$ cat src/hw/rtl/kws_pkg.sv
package kws_pkg;

    localparam int WordW  = 32;
    localparam int PosW   = 4;
    localparam int RoundW = 6;
    localparam int WinLen = 16;

    localparam logic [PosW-1:0]   LastMsgPos = 4'd15;
    localparam logic [RoundW-1:0] FirstExpRound = 6'd16;
    localparam logic [RoundW-1:0] LastRound = 6'd63;

    typedef logic [WordW-1:0] word_t;

    typedef struct packed {
        word_t           word;
        logic [PosW-1:0] pos;
    } job_t;

    function automatic word_t rotr(input word_t x, input int n);
        rotr = (x >> n) | (x << (WordW - n));
    endfunction

    function automatic word_t small_sigma0(input word_t x);
        small_sigma0 = rotr(x, 7) ^ rotr(x, 18) ^ (x >> 3);
    endfunction

    function automatic word_t small_sigma1(input word_t x);
        small_sigma1 = rotr(x, 17) ^ rotr(x, 19) ^ (x >> 10);
    endfunction

    function automatic word_t round_k(input logic [RoundW-1:0] idx);
        case (idx)
            6'd0:  round_k = 32'h428A2F98;
            6'd1:  round_k = 32'h71374491;
            6'd2:  round_k = 32'hB5C0FBCF;
            6'd3:  round_k = 32'hE9B5DBA5;
            6'd4:  round_k = 32'h3956C25B;
            6'd5:  round_k = 32'h59F111F1;
            6'd6:  round_k = 32'h923F82A4;
            6'd7:  round_k = 32'hAB1C5ED5;
            6'd8:  round_k = 32'hD807AA98;
            6'd9:  round_k = 32'h12835B01;
            6'd10: round_k = 32'h243185BE;
            6'd11: round_k = 32'h550C7DC3;
            6'd12: round_k = 32'h72BE5D74;
            6'd13: round_k = 32'h80DEB1FE;
            6'd14: round_k = 32'h9BDC06A7;
            6'd15: round_k = 32'hC19BF174;
            6'd16: round_k = 32'hE49B69C1;
            6'd17: round_k = 32'hEFBE4786;
            6'd18: round_k = 32'h0FC19DC6;
            6'd19: round_k = 32'h240CA1CC;
            6'd20: round_k = 32'h2DE92C6F;
            6'd21: round_k = 32'h4A7484AA;
            6'd22: round_k = 32'h5CB0A9DC;
            6'd23: round_k = 32'h76F988DA;
            6'd24: round_k = 32'h983E5152;
            6'd25: round_k = 32'hA831C66D;
            6'd26: round_k = 32'hB00327C8;
            6'd27: round_k = 32'hBF597FC7;
            6'd28: round_k = 32'hC6E00BF3;
            6'd29: round_k = 32'hD5A79147;
            6'd30: round_k = 32'h06CA6351;
            6'd31: round_k = 32'h14292967;
            6'd32: round_k = 32'h27B70A85;
            6'd33: round_k = 32'h2E1B2138;
            6'd34: round_k = 32'h4D2C6DFC;
            6'd35: round_k = 32'h53380D13;
            6'd36: round_k = 32'h650A7354;
            6'd37: round_k = 32'h766A0ABB;
            6'd38: round_k = 32'h81C2C92E;
            6'd39: round_k = 32'h92722C85;
            6'd40: round_k = 32'hA2BFE8A1;
            6'd41: round_k = 32'hA81A664B;
            6'd42: round_k = 32'hC24B8B70;
            6'd43: round_k = 32'hC76C51A3;
            6'd44: round_k = 32'hD192E819;
            6'd45: round_k = 32'hD6990624;
            6'd46: round_k = 32'hF40E3585;
            6'd47: round_k = 32'h106AA070;
            6'd48: round_k = 32'h19A4C116;
            6'd49: round_k = 32'h1E376C08;
            6'd50: round_k = 32'h2748774C;
            6'd51: round_k = 32'h34B0BCB5;
            6'd52: round_k = 32'h391C0CB3;
            6'd53: round_k = 32'h4ED8AA4A;
            6'd54: round_k = 32'h5B9CCA4F;
            6'd55: round_k = 32'h682E6FF3;
            6'd56: round_k = 32'h748F82EE;
            6'd57: round_k = 32'h78A5636F;
            6'd58: round_k = 32'h84C87814;
            6'd59: round_k = 32'h8CC70208;
            6'd60: round_k = 32'h90BEFFFA;
            6'd61: round_k = 32'hA4506CEB;
            6'd62: round_k = 32'hBEF9A3F7;
            6'd63: round_k = 32'hC67178F2;
            default: round_k = 32'h0;
        endcase
    endfunction

endpackage

$ cat src/hw/rtl/kws_if.sv
interface kws_msg_if;
    logic        valid;
    logic        ready;
    logic [31:0] msg_word;
    logic        block_start;

    modport source (output valid, output msg_word, output block_start, input ready);
    modport sink (input valid, input msg_word, input block_start, output ready);
endinterface

interface kws_kw_if;
    logic        valid;
    logic        ready;
    logic [31:0] kw_value;
    logic [5:0]  kw_index;
    logic        kw_last;

    modport source (output valid, output kw_value, output kw_index, output kw_last,
                    input ready);
    modport sink (input valid, input kw_value, input kw_index, input kw_last,
                  output ready);
endinterface

$ cat src/hw/rtl/kws_front.sv
module kws_front (
    input  logic           clk,
    input  logic           rst_n,
    kws_msg_if.sink        msg,
    output logic           push_valid,
    input  logic           push_ready,
    output kws_pkg::job_t  push_job
);

    logic [kws_pkg::PosW-1:0] count_reg;
    logic [kws_pkg::PosW-1:0] count_next;
    logic [kws_pkg::PosW-1:0] pos;
    logic                     accept;

    assign msg.ready  = push_ready;
    assign push_valid = msg.valid;
    assign accept     = msg.valid && push_ready;

    // a start request forces word 0 and drops any partial block
    assign pos        = msg.block_start ? '0 : count_reg;
    assign count_next = pos + 1'b1;

    assign push_job.word = msg.msg_word;
    assign push_job.pos  = pos;

    always_ff @(posedge clk or negedge rst_n)
    begin
        if (!rst_n)
        begin
            count_reg <= '0;
        end
        else if (accept)
        begin
            count_reg <= count_next;
        end
    end

endmodule

$ cat src/hw/rtl/kws_fifo.sv
module kws_fifo #(
    parameter int Depth = 2
) (
    input  logic           clk,
    input  logic           rst_n,
    input  logic           push_valid,
    output logic           push_ready,
    input  kws_pkg::job_t  push_job,
    output logic           pop_valid,
    input  logic           pop,
    output kws_pkg::job_t  pop_job
);

    localparam int PtrW = (Depth > 1) ? $clog2(Depth) : 1;
    localparam int CntW = $clog2(Depth + 1);
    localparam logic [PtrW-1:0] PtrLast = PtrW'(Depth - 1);
    localparam logic [CntW-1:0] CntFull = CntW'(Depth);

    kws_pkg::job_t   mem_reg [Depth];
    logic [PtrW-1:0] wr_ptr_reg;
    logic [PtrW-1:0] rd_ptr_reg;
    logic [CntW-1:0] count_reg;
    logic            do_push;
    logic            do_pop;

    assign push_ready = (count_reg != CntFull);
    assign pop_valid  = (count_reg != '0);
    assign do_push    = push_valid && push_ready;
    assign do_pop     = pop && pop_valid;
    assign pop_job    = mem_reg[rd_ptr_reg];

    always_ff @(posedge clk)
    begin
        if (do_push)
        begin
            mem_reg[wr_ptr_reg] <= push_job;
        end
    end

    always_ff @(posedge clk or negedge rst_n)
    begin
        if (!rst_n)
        begin
            wr_ptr_reg <= '0;
            rd_ptr_reg <= '0;
            count_reg  <= '0;
        end
        else
        begin
            if (do_push)
            begin
                wr_ptr_reg <= (wr_ptr_reg == PtrLast) ? '0 : wr_ptr_reg + 1'b1;
            end
            if (do_pop)
            begin
                rd_ptr_reg <= (rd_ptr_reg == PtrLast) ? '0 : rd_ptr_reg + 1'b1;
            end
            if (do_push && !do_pop)
            begin
                count_reg <= count_reg + 1'b1;
            end
            else if (do_pop && !do_push)
            begin
                count_reg <= count_reg - 1'b1;
            end
        end
    end

endmodule

$ cat src/hw/rtl/kws_back.sv
module kws_back (
    input  logic           clk,
    input  logic           rst_n,
    input  logic           job_valid,
    output logic           pop,
    input  kws_pkg::job_t  job,
    output logic           busy,
    kws_kw_if.source       kw
);

    kws_pkg::word_t             win_reg [kws_pkg::WinLen];
    logic                       busy_reg;
    logic [kws_pkg::RoundW-1:0] rnd_reg;
    logic                       out_valid_reg;
    kws_pkg::word_t             kw_value_reg;
    logic [kws_pkg::RoundW-1:0] kw_index_reg;
    logic                       kw_last_reg;

    logic                       advance;
    logic                       shift;
    kws_pkg::word_t             w_new;
    kws_pkg::word_t             val;
    logic [kws_pkg::RoundW-1:0] idx;
    kws_pkg::word_t             kw_next;

    assign advance = !out_valid_reg || kw.ready;
    assign pop     = advance && !busy_reg && job_valid;
    assign shift   = advance && (busy_reg || job_valid);
    assign busy    = busy_reg;

    // taps: W[i-16], W[i-15], W[i-7], W[i-2]
    assign w_new = win_reg[0] + kws_pkg::small_sigma0(win_reg[1]) + win_reg[9]
                 + kws_pkg::small_sigma1(win_reg[14]);

    always_comb
    begin
        if (busy_reg)
        begin
            val = w_new;
            idx = rnd_reg;
        end
        else
        begin
            val = job.word;
            idx = {2'b00, job.pos};
        end
    end

    assign kw_next = kws_pkg::round_k(idx) + val;

    always_ff @(posedge clk)
    begin
        if (shift)
        begin
            for (int i = 0; i < kws_pkg::WinLen - 1; i++)
            begin
                win_reg[i] <= win_reg[i + 1];
            end
            win_reg[kws_pkg::WinLen - 1] <= val;
            kw_value_reg <= kw_next;
            kw_index_reg <= idx;
            kw_last_reg  <= busy_reg && (rnd_reg == kws_pkg::LastRound);
        end
    end

    always_ff @(posedge clk or negedge rst_n)
    begin
        if (!rst_n)
        begin
            busy_reg      <= 1'b0;
            rnd_reg       <= '0;
            out_valid_reg <= 1'b0;
        end
        else if (advance)
        begin
            out_valid_reg <= shift;
            if (pop && (job.pos == kws_pkg::LastMsgPos))
            begin
                busy_reg <= 1'b1;
                rnd_reg  <= kws_pkg::FirstExpRound;
            end
            else if (busy_reg)
            begin
                rnd_reg <= rnd_reg + 1'b1;
                if (rnd_reg == kws_pkg::LastRound)
                begin
                    busy_reg <= 1'b0;
                end
            end
        end
    end

    assign kw.valid    = out_valid_reg;
    assign kw.kw_value = kw_value_reg;
    assign kw.kw_index = kw_index_reg;
    assign kw.kw_last  = kw_last_reg;

endmodule

$ cat src/hw/rtl/sha256_kw_schedule.sv
// SHA-256 K+W schedule.
// msg (sink): one 32-bit message word per request; block_start marks word 0
//   and restarts the word count. Words 0..15 of a block arrive in order.
// kw (source): one request per round with K[i]+W[i], the round index and a
//   last flag on round 63.
// Each message word yields one result, registered in the queue and then in
// the output register. Word 15 also starts the expansion of W16..W63, which
// the back end produces one per cycle while kw does not stall, and no queued
// word is taken meanwhile. Sustained: 64 results per 16 words, set by the
// single expansion adder emitting one round per cycle.
// A QueueDepth-entry queue decouples intake from the back end, so words of
// the next block are taken while an expansion runs until the queue fills.
// When kw stalls, the output register holds its request, the back end stops
// and the queue fills; msg.ready then drops.
// Reset clears the word count, the queue and the output valid; the schedule
// window holds no valid data until a block has been loaded.
module sha256_kw_schedule #(
    parameter int QueueDepth = 2
) (
    input  logic      clk,
    input  logic      rst_n,
    kws_msg_if.sink   msg,
    kws_kw_if.source  kw
);

    logic          push_valid;
    logic          push_ready;
    kws_pkg::job_t push_job;
    logic          pop_valid;
    logic          pop;
    kws_pkg::job_t pop_job;
    logic          busy;

    kws_front u_front (
        .clk        (clk),
        .rst_n      (rst_n),
        .msg        (msg),
        .push_valid (push_valid),
        .push_ready (push_ready),
        .push_job   (push_job)
    );

    kws_fifo #(
        .Depth (QueueDepth)
    ) u_fifo (
        .clk        (clk),
        .rst_n      (rst_n),
        .push_valid (push_valid),
        .push_ready (push_ready),
        .push_job   (push_job),
        .pop_valid  (pop_valid),
        .pop        (pop),
        .pop_job    (pop_job)
    );

    kws_back u_back (
        .clk       (clk),
        .rst_n     (rst_n),
        .job_valid (pop_valid),
        .pop       (pop),
        .job       (pop_job),
        .busy      (busy),
        .kw        (kw)
    );

    assert property (@(posedge clk) disable iff (!rst_n)
        busy |-> !pop)
        else $error("queue popped during expansion");

    assert property (@(posedge clk) disable iff (!rst_n)
        $rose(busy) |-> $past(pop) && ($past(pop_job.pos) == kws_pkg::LastMsgPos))
        else $error("expansion started without word 15");

    assert property (@(posedge clk) disable iff (!rst_n)
        kw.valid && (kw.kw_index == kws_pkg::LastRound) |-> kw.kw_last)
        else $error("round 63 not marked last");

    assert property (@(posedge clk) disable iff (!rst_n)
        kw.valid && kw.kw_last |-> (kw.kw_index == kws_pkg::LastRound))
        else $error("last flag on wrong round");

endmodule
$ cat src/flat_wrapper.sv
// flat-port wrapper written by rule: the top's interface ports become plain ports
module sha256_kw_schedule_flat 
#(
    parameter int QueueDepth = 2
)
  (clk, rst_n, msg_valid, msg_msg_word, msg_block_start, msg_ready, kw_valid, kw_kw_value, kw_kw_index, kw_kw_last, kw_ready);
  kws_msg_if msg_i ();
  kws_kw_if kw_i ();
  input  logic clk;
  input  logic rst_n;
  input wire logic [$bits(msg_i.valid)-1:0] msg_valid;
  input wire logic [$bits(msg_i.msg_word)-1:0] msg_msg_word;
  input wire logic [$bits(msg_i.block_start)-1:0] msg_block_start;
  output wire logic [$bits(msg_i.ready)-1:0] msg_ready;
  output wire logic [$bits(kw_i.valid)-1:0] kw_valid;
  output wire logic [$bits(kw_i.kw_value)-1:0] kw_kw_value;
  output wire logic [$bits(kw_i.kw_index)-1:0] kw_kw_index;
  output wire logic [$bits(kw_i.kw_last)-1:0] kw_kw_last;
  input wire logic [$bits(kw_i.ready)-1:0] kw_ready;
  assign msg_i.valid = msg_valid;
  assign msg_i.msg_word = msg_msg_word;
  assign msg_i.block_start = msg_block_start;
  assign msg_ready = msg_i.ready;
  assign kw_valid = kw_i.valid;
  assign kw_kw_value = kw_i.kw_value;
  assign kw_kw_index = kw_i.kw_index;
  assign kw_kw_last = kw_i.kw_last;
  assign kw_i.ready = kw_ready;
  sha256_kw_schedule #(.QueueDepth(QueueDepth)) u_core (.clk(clk), .rst_n(rst_n), .msg(msg_i), .kw(kw_i));
endmodule
$ cat config.mk
export PLATFORM = sky130hd
export DESIGN_NAME = sha256_kw_schedule_flat
export DESIGN_NICKNAME = d
export VERILOG_FILES = /design/src/hw/rtl/kws_pkg.sv /design/src/hw/rtl/kws_if.sv /design/src/hw/rtl/kws_front.sv /design/src/hw/rtl/kws_fifo.sv /design/src/hw/rtl/kws_back.sv /design/src/hw/rtl/sha256_kw_schedule.sv /design/src/flat_wrapper.sv
export SDC_FILE = /design/constraint.sdc
export NUM_CORES = 1
export LEC_CHECK = 0
export BUFFER_PORTS_ARGS = -buffer_cell sky130_fd_sc_hd__buf_2
export CAP_MARGIN = 20
export CORE_ASPECT_RATIO = 0.8
export CORE_UTILIZATION = 56
export DETAILED_ROUTE_END_ITERATION = 6
export HOLD_SLACK_MARGIN = 0.03
export MAX_ROUTING_LAYER = met4
export PLACE_DENSITY = 0.76
export SLEW_MARGIN = 5
export SYNTH_ARGS = -nofsm -noshare
export SYNTH_HDL_FRONTEND = slang
export SYNTH_SLANG_ARGS = --single-unit
$ cat constraint.sdc
create_clock -name clk -period 24.4 [get_ports clk]
set_input_delay 1.22 -clock clk [delete_from_list [all_inputs] [get_ports clk]]
set_output_delay 1.22 -clock clk [all_outputs]
set_load 0.02 [all_outputs]
**Word level (Yosys, flattened, before mapping)**

Memories as Yosys holds them, arrays and structs flattened.
Index checks and enable logic that the tools add are counted.
Widths: inputs -> output; s select.

- Memories kept: 3
- Memory bits (writable): 584
- Bits in read-only memories: 2048
- Output and inout bits: 41
- Input bits: 37
- Register bits after elaboration: 55

- Reductions and logical operators: 19
- Add/subtract/negate cells: 10
- Bitwise operators: 8
- Muxes and demuxes: 16
- Equality and inequality tests: 3

Memories:

| memory | depth | bits a word | read ports | clocked after Yosys merged registers in | write ports | line | text |
|---|---|---|---|---|---|---|---|
| (no name shown) | 64 | 32 | 1 | 0 | 0 | kws_pkg.sv:32 | `case (idx)` |
| u_core.u_back.win_reg | 16 | 32 | 16 | 0 | 16 | kws_back.sv:11 | `kws_pkg::word_t win_reg [kws_pkg::WinLen];` |
| u_core.u_fifo.mem_reg | 2 | 36 | 1 | 0 | 1 | kws_fifo.sv:19 | `kws_pkg::job_t mem_reg [Depth];` |

Operator list:

| cell | count |
|---|---|
| $add 32x32->32 | 4 |
| $xor 32x32->32 | 2 |
| $mux 32 | 1 |
| $or 13x32->32 | 1 |
| $or 14x32->32 | 1 |
| $or 15x32->32 | 1 |
| $or 25x32->32 | 1 |
| $xor 32x22->32 | 1 |
| $xor 32x29->32 | 1 |
| $mux 6 | 3 |
| $logic_and 1x1->1 | 9 |
| $mux 1 | 9 |
| $add 6x1->6 const B | 1 |
| $eq 6x6->1 const B | 1 |
| $reduce_bool 2->1 | 3 |
| $add 4x1->4 const B | 1 |
| $eq 4x4->1 const B | 1 |
| $logic_not 1->1 | 4 |
| $mux 2 | 2 |
| $mux 4 | 1 |
| $add 1x1->1 const B | 2 |
| $add 2x1->2 const B | 1 |
| $logic_or 1x1->1 | 2 |
| $ne 2x2->1 const B | 1 |
| other kinds (2) | 2 |

**Logic depth before layout (Yosys ltp)**

- Depth in word-level cells: 8
- Depth in mapped cells: 26
- Gate-level depth less buffers: 26

**Modules after synthesis**

A second synthesis with hierarchy kept.

- Cell total of the unflattened synthesis: 2048
- Area total of the unflattened synthesis: 29368.2 sq um

Modules (own cells, without submodules):

| module | times used | seq. area each (sq um) | cells each | area an instance (sq um) |
|---|---|---|---|---|
| kws_back | 1 | 16746.1 | 1861 | 25954.9 |
| kws_fifo | 1 | 2262.2 | 130 | 2941.6 |
| kws_front | 1 | 100.1 | 57 | 471.7 |

**Worst setup path after synthesis**

No wires, ideal clock.

- Kind: input to register
- From: input kw_ready
- To: register u_core.u_back.kw_index_reg (netlist bit u_core.u_back.kw.kw_index[0]), enable pin
- Data arrival time: 24.109 ns
- Required time: 22.924 ns
- Setup time: 1.476 ns
- Stages on the path: 2
- Slack: -1.185 ns
- Cell sequence: nor2b_1 > nor2_1

- Cells in the longest elaborated chain, start to end: 2

Ends and longest elaborated chain:

| element | line | text |
|---|---|---|
| start, declared | flat_wrapper.sv:19 | `input wire logic [$bits(kw_i.ready)-1:0] kw_ready;` |
| $logic_or 1x1->1 | kws_back.sv:26 | `assign advance = !out_valid_reg \|\| kw.ready;` |
| $logic_and 1x1->1 | kws_back.sv:28 | `assign shift = advance && (busy_reg \|\| job_valid);` |
| via u_core.u_back.shift | kws_back.sv:20 | `logic shift;` |
| end signal, assigned | kws_back.sv:61 | `kw_index_reg <= idx;` |
| end, declared | kws_back.sv:16 | `logic [kws_pkg::RoundW-1:0] kw_index_reg;` |

The timed path passes the listed nets, and every way through them passes these cells.
A chain may end at the register's enable or synchronous reset.

**Final worst setup path**

- From: register u_core.u_fifo.rd_ptr_reg
- To: register u_core.u_back.kw_value_reg[31], in the netlist u_core.u_back.kw.kw_value[31] (data pin)

- Cells in the longest elaborated chain, start to end: 4
- Elaborated cells on any way between the ends: 5
- Classes of those cells: 1 x add/sub; 2 x mux; 2 x memory

Ends and longest elaborated chain:

| element | line | text |
|---|---|---|
| start, declared | kws_fifo.sv:21 | `logic [PtrW-1:0] rd_ptr_reg;` |
| start signal, assigned | kws_fifo.sv:56 | `rd_ptr_reg <= (rd_ptr_reg == PtrLast) ? '0 : rd_ptr_reg + 1'b1;` |
| $mem_v2 2x36 (*) | -- |  |
| $mux 6 | kws_back.sv:37 | `if (busy_reg)` |
| $mem_v2 64x32 | -- |  |
| $add 32x32->32 (*) | kws_back.sv:49 | `assign kw_next = kws_pkg::round_k(idx) + val;` |
| via u_core.u_back.kw_next[31] | kws_back.sv:24 | `kws_pkg::word_t kw_next;` |
| end signal, assigned | kws_back.sv:60 | `kw_value_reg <= kw_next;` |
| end, declared | kws_back.sv:15 | `kws_pkg::word_t kw_value_reg;` |

Mark *: on every way through the listed nets, which the timed path passes. The rest lies on a longest branch.

==> flow_summary.json <==
{
  "status": "completed",
  "ioPinCount": 78,
  "ant_nets": 0,
  "num_rows": 73,
  "cts_tree": "built",
  "design_area_um2": 31800,
  "globalRoute.totalOverflow": 0,
  "antenna_cells": 0,
  "antenna_found_initial": 2,
  "avgSynthCellArea_um2": 14.1,
  "synth_area_leaders": "edfxtp_1 (65%), fa_1 (4.4%), xnor2_1 (4.4%)",
  "path_cells": "buf_4, mux2i_1, o21a_4, inv_2, buf_4, nand2_1, nor2_1, a2111oi_0, a311oi_1, a21oi_1, ha_1, nand4_1, nor2_1, nand3_1, nor3b_1, o21ai_0, nor4_1, nor2_1, o31ai_1, xnor2_1",
  "hp-class": "flop to flop",
  "worstMarginPinSlew_ns": 1.09,
  "syn-num-nets": 2220,
  "yosysWarningCount": 0,
  "postCtsSetupBuffers": 0,
  "drt_first_pass_iters": 5,
  "slew_headroom_pct": 27.1,
  "root_buffer": "clkbuf_16",
  "fin_crit_sh_pct": 29.9,
  "hpwl_mm": 51.6,
  "worst_path_largest_cell_delay_ns": 0.64,
  "cts_inserted_buffers": 59,
  "critPathArrivalTime_ns": 7.62,
  "hold_violations": 0,
  "ctsResizeCount": 0,
  "max_freq_ghz": 0.137,
  "drtIter0Drc": 2168,
  "die_h_um": 205,
  "grt_setup_unrepaired": "no",
  "postPlaceCellArea_um2": 29800,
  "ys_seq_area_share_pct": 66.5,
  "nFillCells": 3620,
  "num_vias": 17506,
  "cts.sinks": 639,
  "h-tree-depth": 2,
  "grt-busiest-layer": "met2",
  "syn_area_um2": 28700,
  "crit_family": "simple AND/OR/NAND/NOR gates",
  "port_buffers": 77,
  "synth_area_leader_cell": "edfxtp_1",
  "drc": 0,
  "path_clk_slew_ns": 0.06,
  "clockBufferDepth": 3,
  "seq_area_um2": 19100,
  "min_period_ns": 7.29,
  "first_global_vias": 17172,
  "area_growth_pct": 10.6,
  "setup_viol": 0,
  "grt_use_met2_pct": 49.5,
  "dp_worst_setup_slack_ns": 17.33,
  "viasPerCell": 6.15,
  "hold_buffers": 0,
  "cp_num_buf_inv": 3,
  "synth_top_area_share_pct": 65.1,
  "crit_type": "flop to flop",
  "cap_violations": 0,
  "die_x_um": 255,
  "drv_slew": 0,
  "met1_usage_pct": 40.7,
  "skew_ns": 0.0610,
  "endpoint_kind": "flop",
  "nets": 2304,
  "grt_usage_pct": 30.8,
  "wl_mm": 77.0,
  "multiInputGateArea_um2": 8860,
  "grt_pass1_wl_mm": 113,
  "ys_ff_latch": 639,
  "synth-edff-count": 623,
  "synth-main-ff-cell": "edfxtp_1",
  "fin_setup_tns_ns": 0,
  "synthArstFlopShare_pct": 2.50,
  "cp_max_fo": 61,
  "gp_congestion": 0.977,
  "detail_route.wl_per_cell_um": 27.1,
  "grt_use_met3_pct": 4.27,
  "synth_cell_types": 71,
  "largest_register_ffs": 512,
  "fp.coreArea_um2": 50100,
  "layout_setup_ws_ns": 17.11,
  "start_kind": "flop",
  "start_util_pct": 57.3,
  "clk_latency_ns": 0.65,
  "die_area_um2": 52300,
  "final_core_util_pct": 63.4,
  "layout-drive-gt1-share_pct": 9.31,
  "cp_data_required_time_ns": 24.73,
  "syn_inst": 2039,
  "grt_max_degree": 95,
  "cpMostUsedCell": "nor2_1",
  "slowest_stage": "buf_4"
}
-- kinds of logic after synthesis --
family                     Yosys count  synth area share [%]
AOI/OAI and AO/OA                  434                  9.75
buffers and inverters              204                  2.80
muxes                               30                  1.06
and+or+nand+nor                    408                  6.52
adders and majority gates          144                  7.91
xor gates and xnor gates           180                  5.48
DFF                                639                  66.5
-- final timing paths --
path	start	cells past startpoint	endpoint	slack [ns]
min in group asynchronous	rst_n	1	u_core.u_fifo.wr_ptr_reg	0.51
max reg2reg	u_core.u_fifo.rd_ptr_reg	20	u_core.u_back.kw.kw_value[31]	17.11
max	u_core.u_fifo.rd_ptr_reg	20	u_core.u_back.kw.kw_value[31]	17.11
min	u_core.u_back.win_reg[1][249]	0	u_core.u_back.win_reg[1][217]	0.39
min reg2reg	u_core.u_back.win_reg[1][249]	0	u_core.u_back.win_reg[1][217]	0.39
max in group asynchronous	rst_n	1	u_core.u_fifo.rd_ptr_reg	23.59
-- area by class of cell --
| class | count | share of cell area (%) |
|---|---|---|
| sequential | 639 | 60.1 |
| tap | 675 | 2.66 |
| multi-input combinational | 1196 | 27.9 |
| timing repair buffer | 99 | 1.80 |
| clock inverter | 36 | 1.24 |
| inverter | 128 | 1.51 |
| clock buffer | 72 | 4.80 |
-- cell usage after synthesis (all sizes together) (14+ instances only) --
| master | instances |
|---|---|
| o211ai | 22 |
| edfxtp | 623 |
| a21oi | 101 |
| nor3 | 32 |
| xor2 | 36 |
| nor2 | 108 |
| a311oi | 16 |
| o21a | 15 |
| o21ai | 116 |
| nand2b | 20 |
| inv | 126 |
| a31oi | 19 |
| nand3 | 54 |
| fa | 63 |
| a211oi | 29 |
| xnor2 | 144 |
| nor2b | 16 |
| clkbuf | 62 |
| nand2 | 128 |
| buf | 14 |
| a21o | 31 |
| ha | 81 |
| mux2i | 26 |
| dfrtp | 16 |
-- placed cells by master (no fill, tap or decap), drive strengths merged, types with 10 or more instances in the layout --
| cell type | instances |
|---|---|
| edfxtp | 623 |
| xnor2 | 144 |
| nand2 | 128 |
| inv | 128 |
| o21ai | 116 |
| nor2 | 108 |
| a21oi | 101 |
| buf | 99 |
| ha | 81 |
| clkbuf | 72 |
| fa | 63 |
| nand3 | 54 |
| xor2 | 36 |
| nor3 | 32 |
| a21o | 31 |
| a211oi | 29 |
| clkinv | 27 |
| mux2i | 26 |
| o211ai | 22 |
| nand2b | 20 |
| a31oi | 19 |
| a311oi | 16 |
| nor2b | 16 |
| dfrtp | 16 |
| o21a | 15 |
| o22ai | 13 |
| and3 | 13 |
| nand4 | 12 |
| o311ai | 12 |
| o31ai | 10 |
-- through the flow --
stage | hold WS (ns) | instances
global route | 0.400 | 2845
floorplan | 0.400 | 2039
finish | 0.395 | 2845
detailed placement | 0.405 | 2736
global placement | 0.400 | 2736
CTS | 0.398 | 2844
-- per-layer routing --
metal  routed length (um)  vias to the layer above
li1                     -                     7729
met1                31700                     8772
met2                37000                      856
met3                 5690                      149
met4                 2680                        0
met5                    0                        -
Power is left out: the tool's default activity adds up to more than one toggle a clock period on the data nets, which glitch-free logic cannot reach.
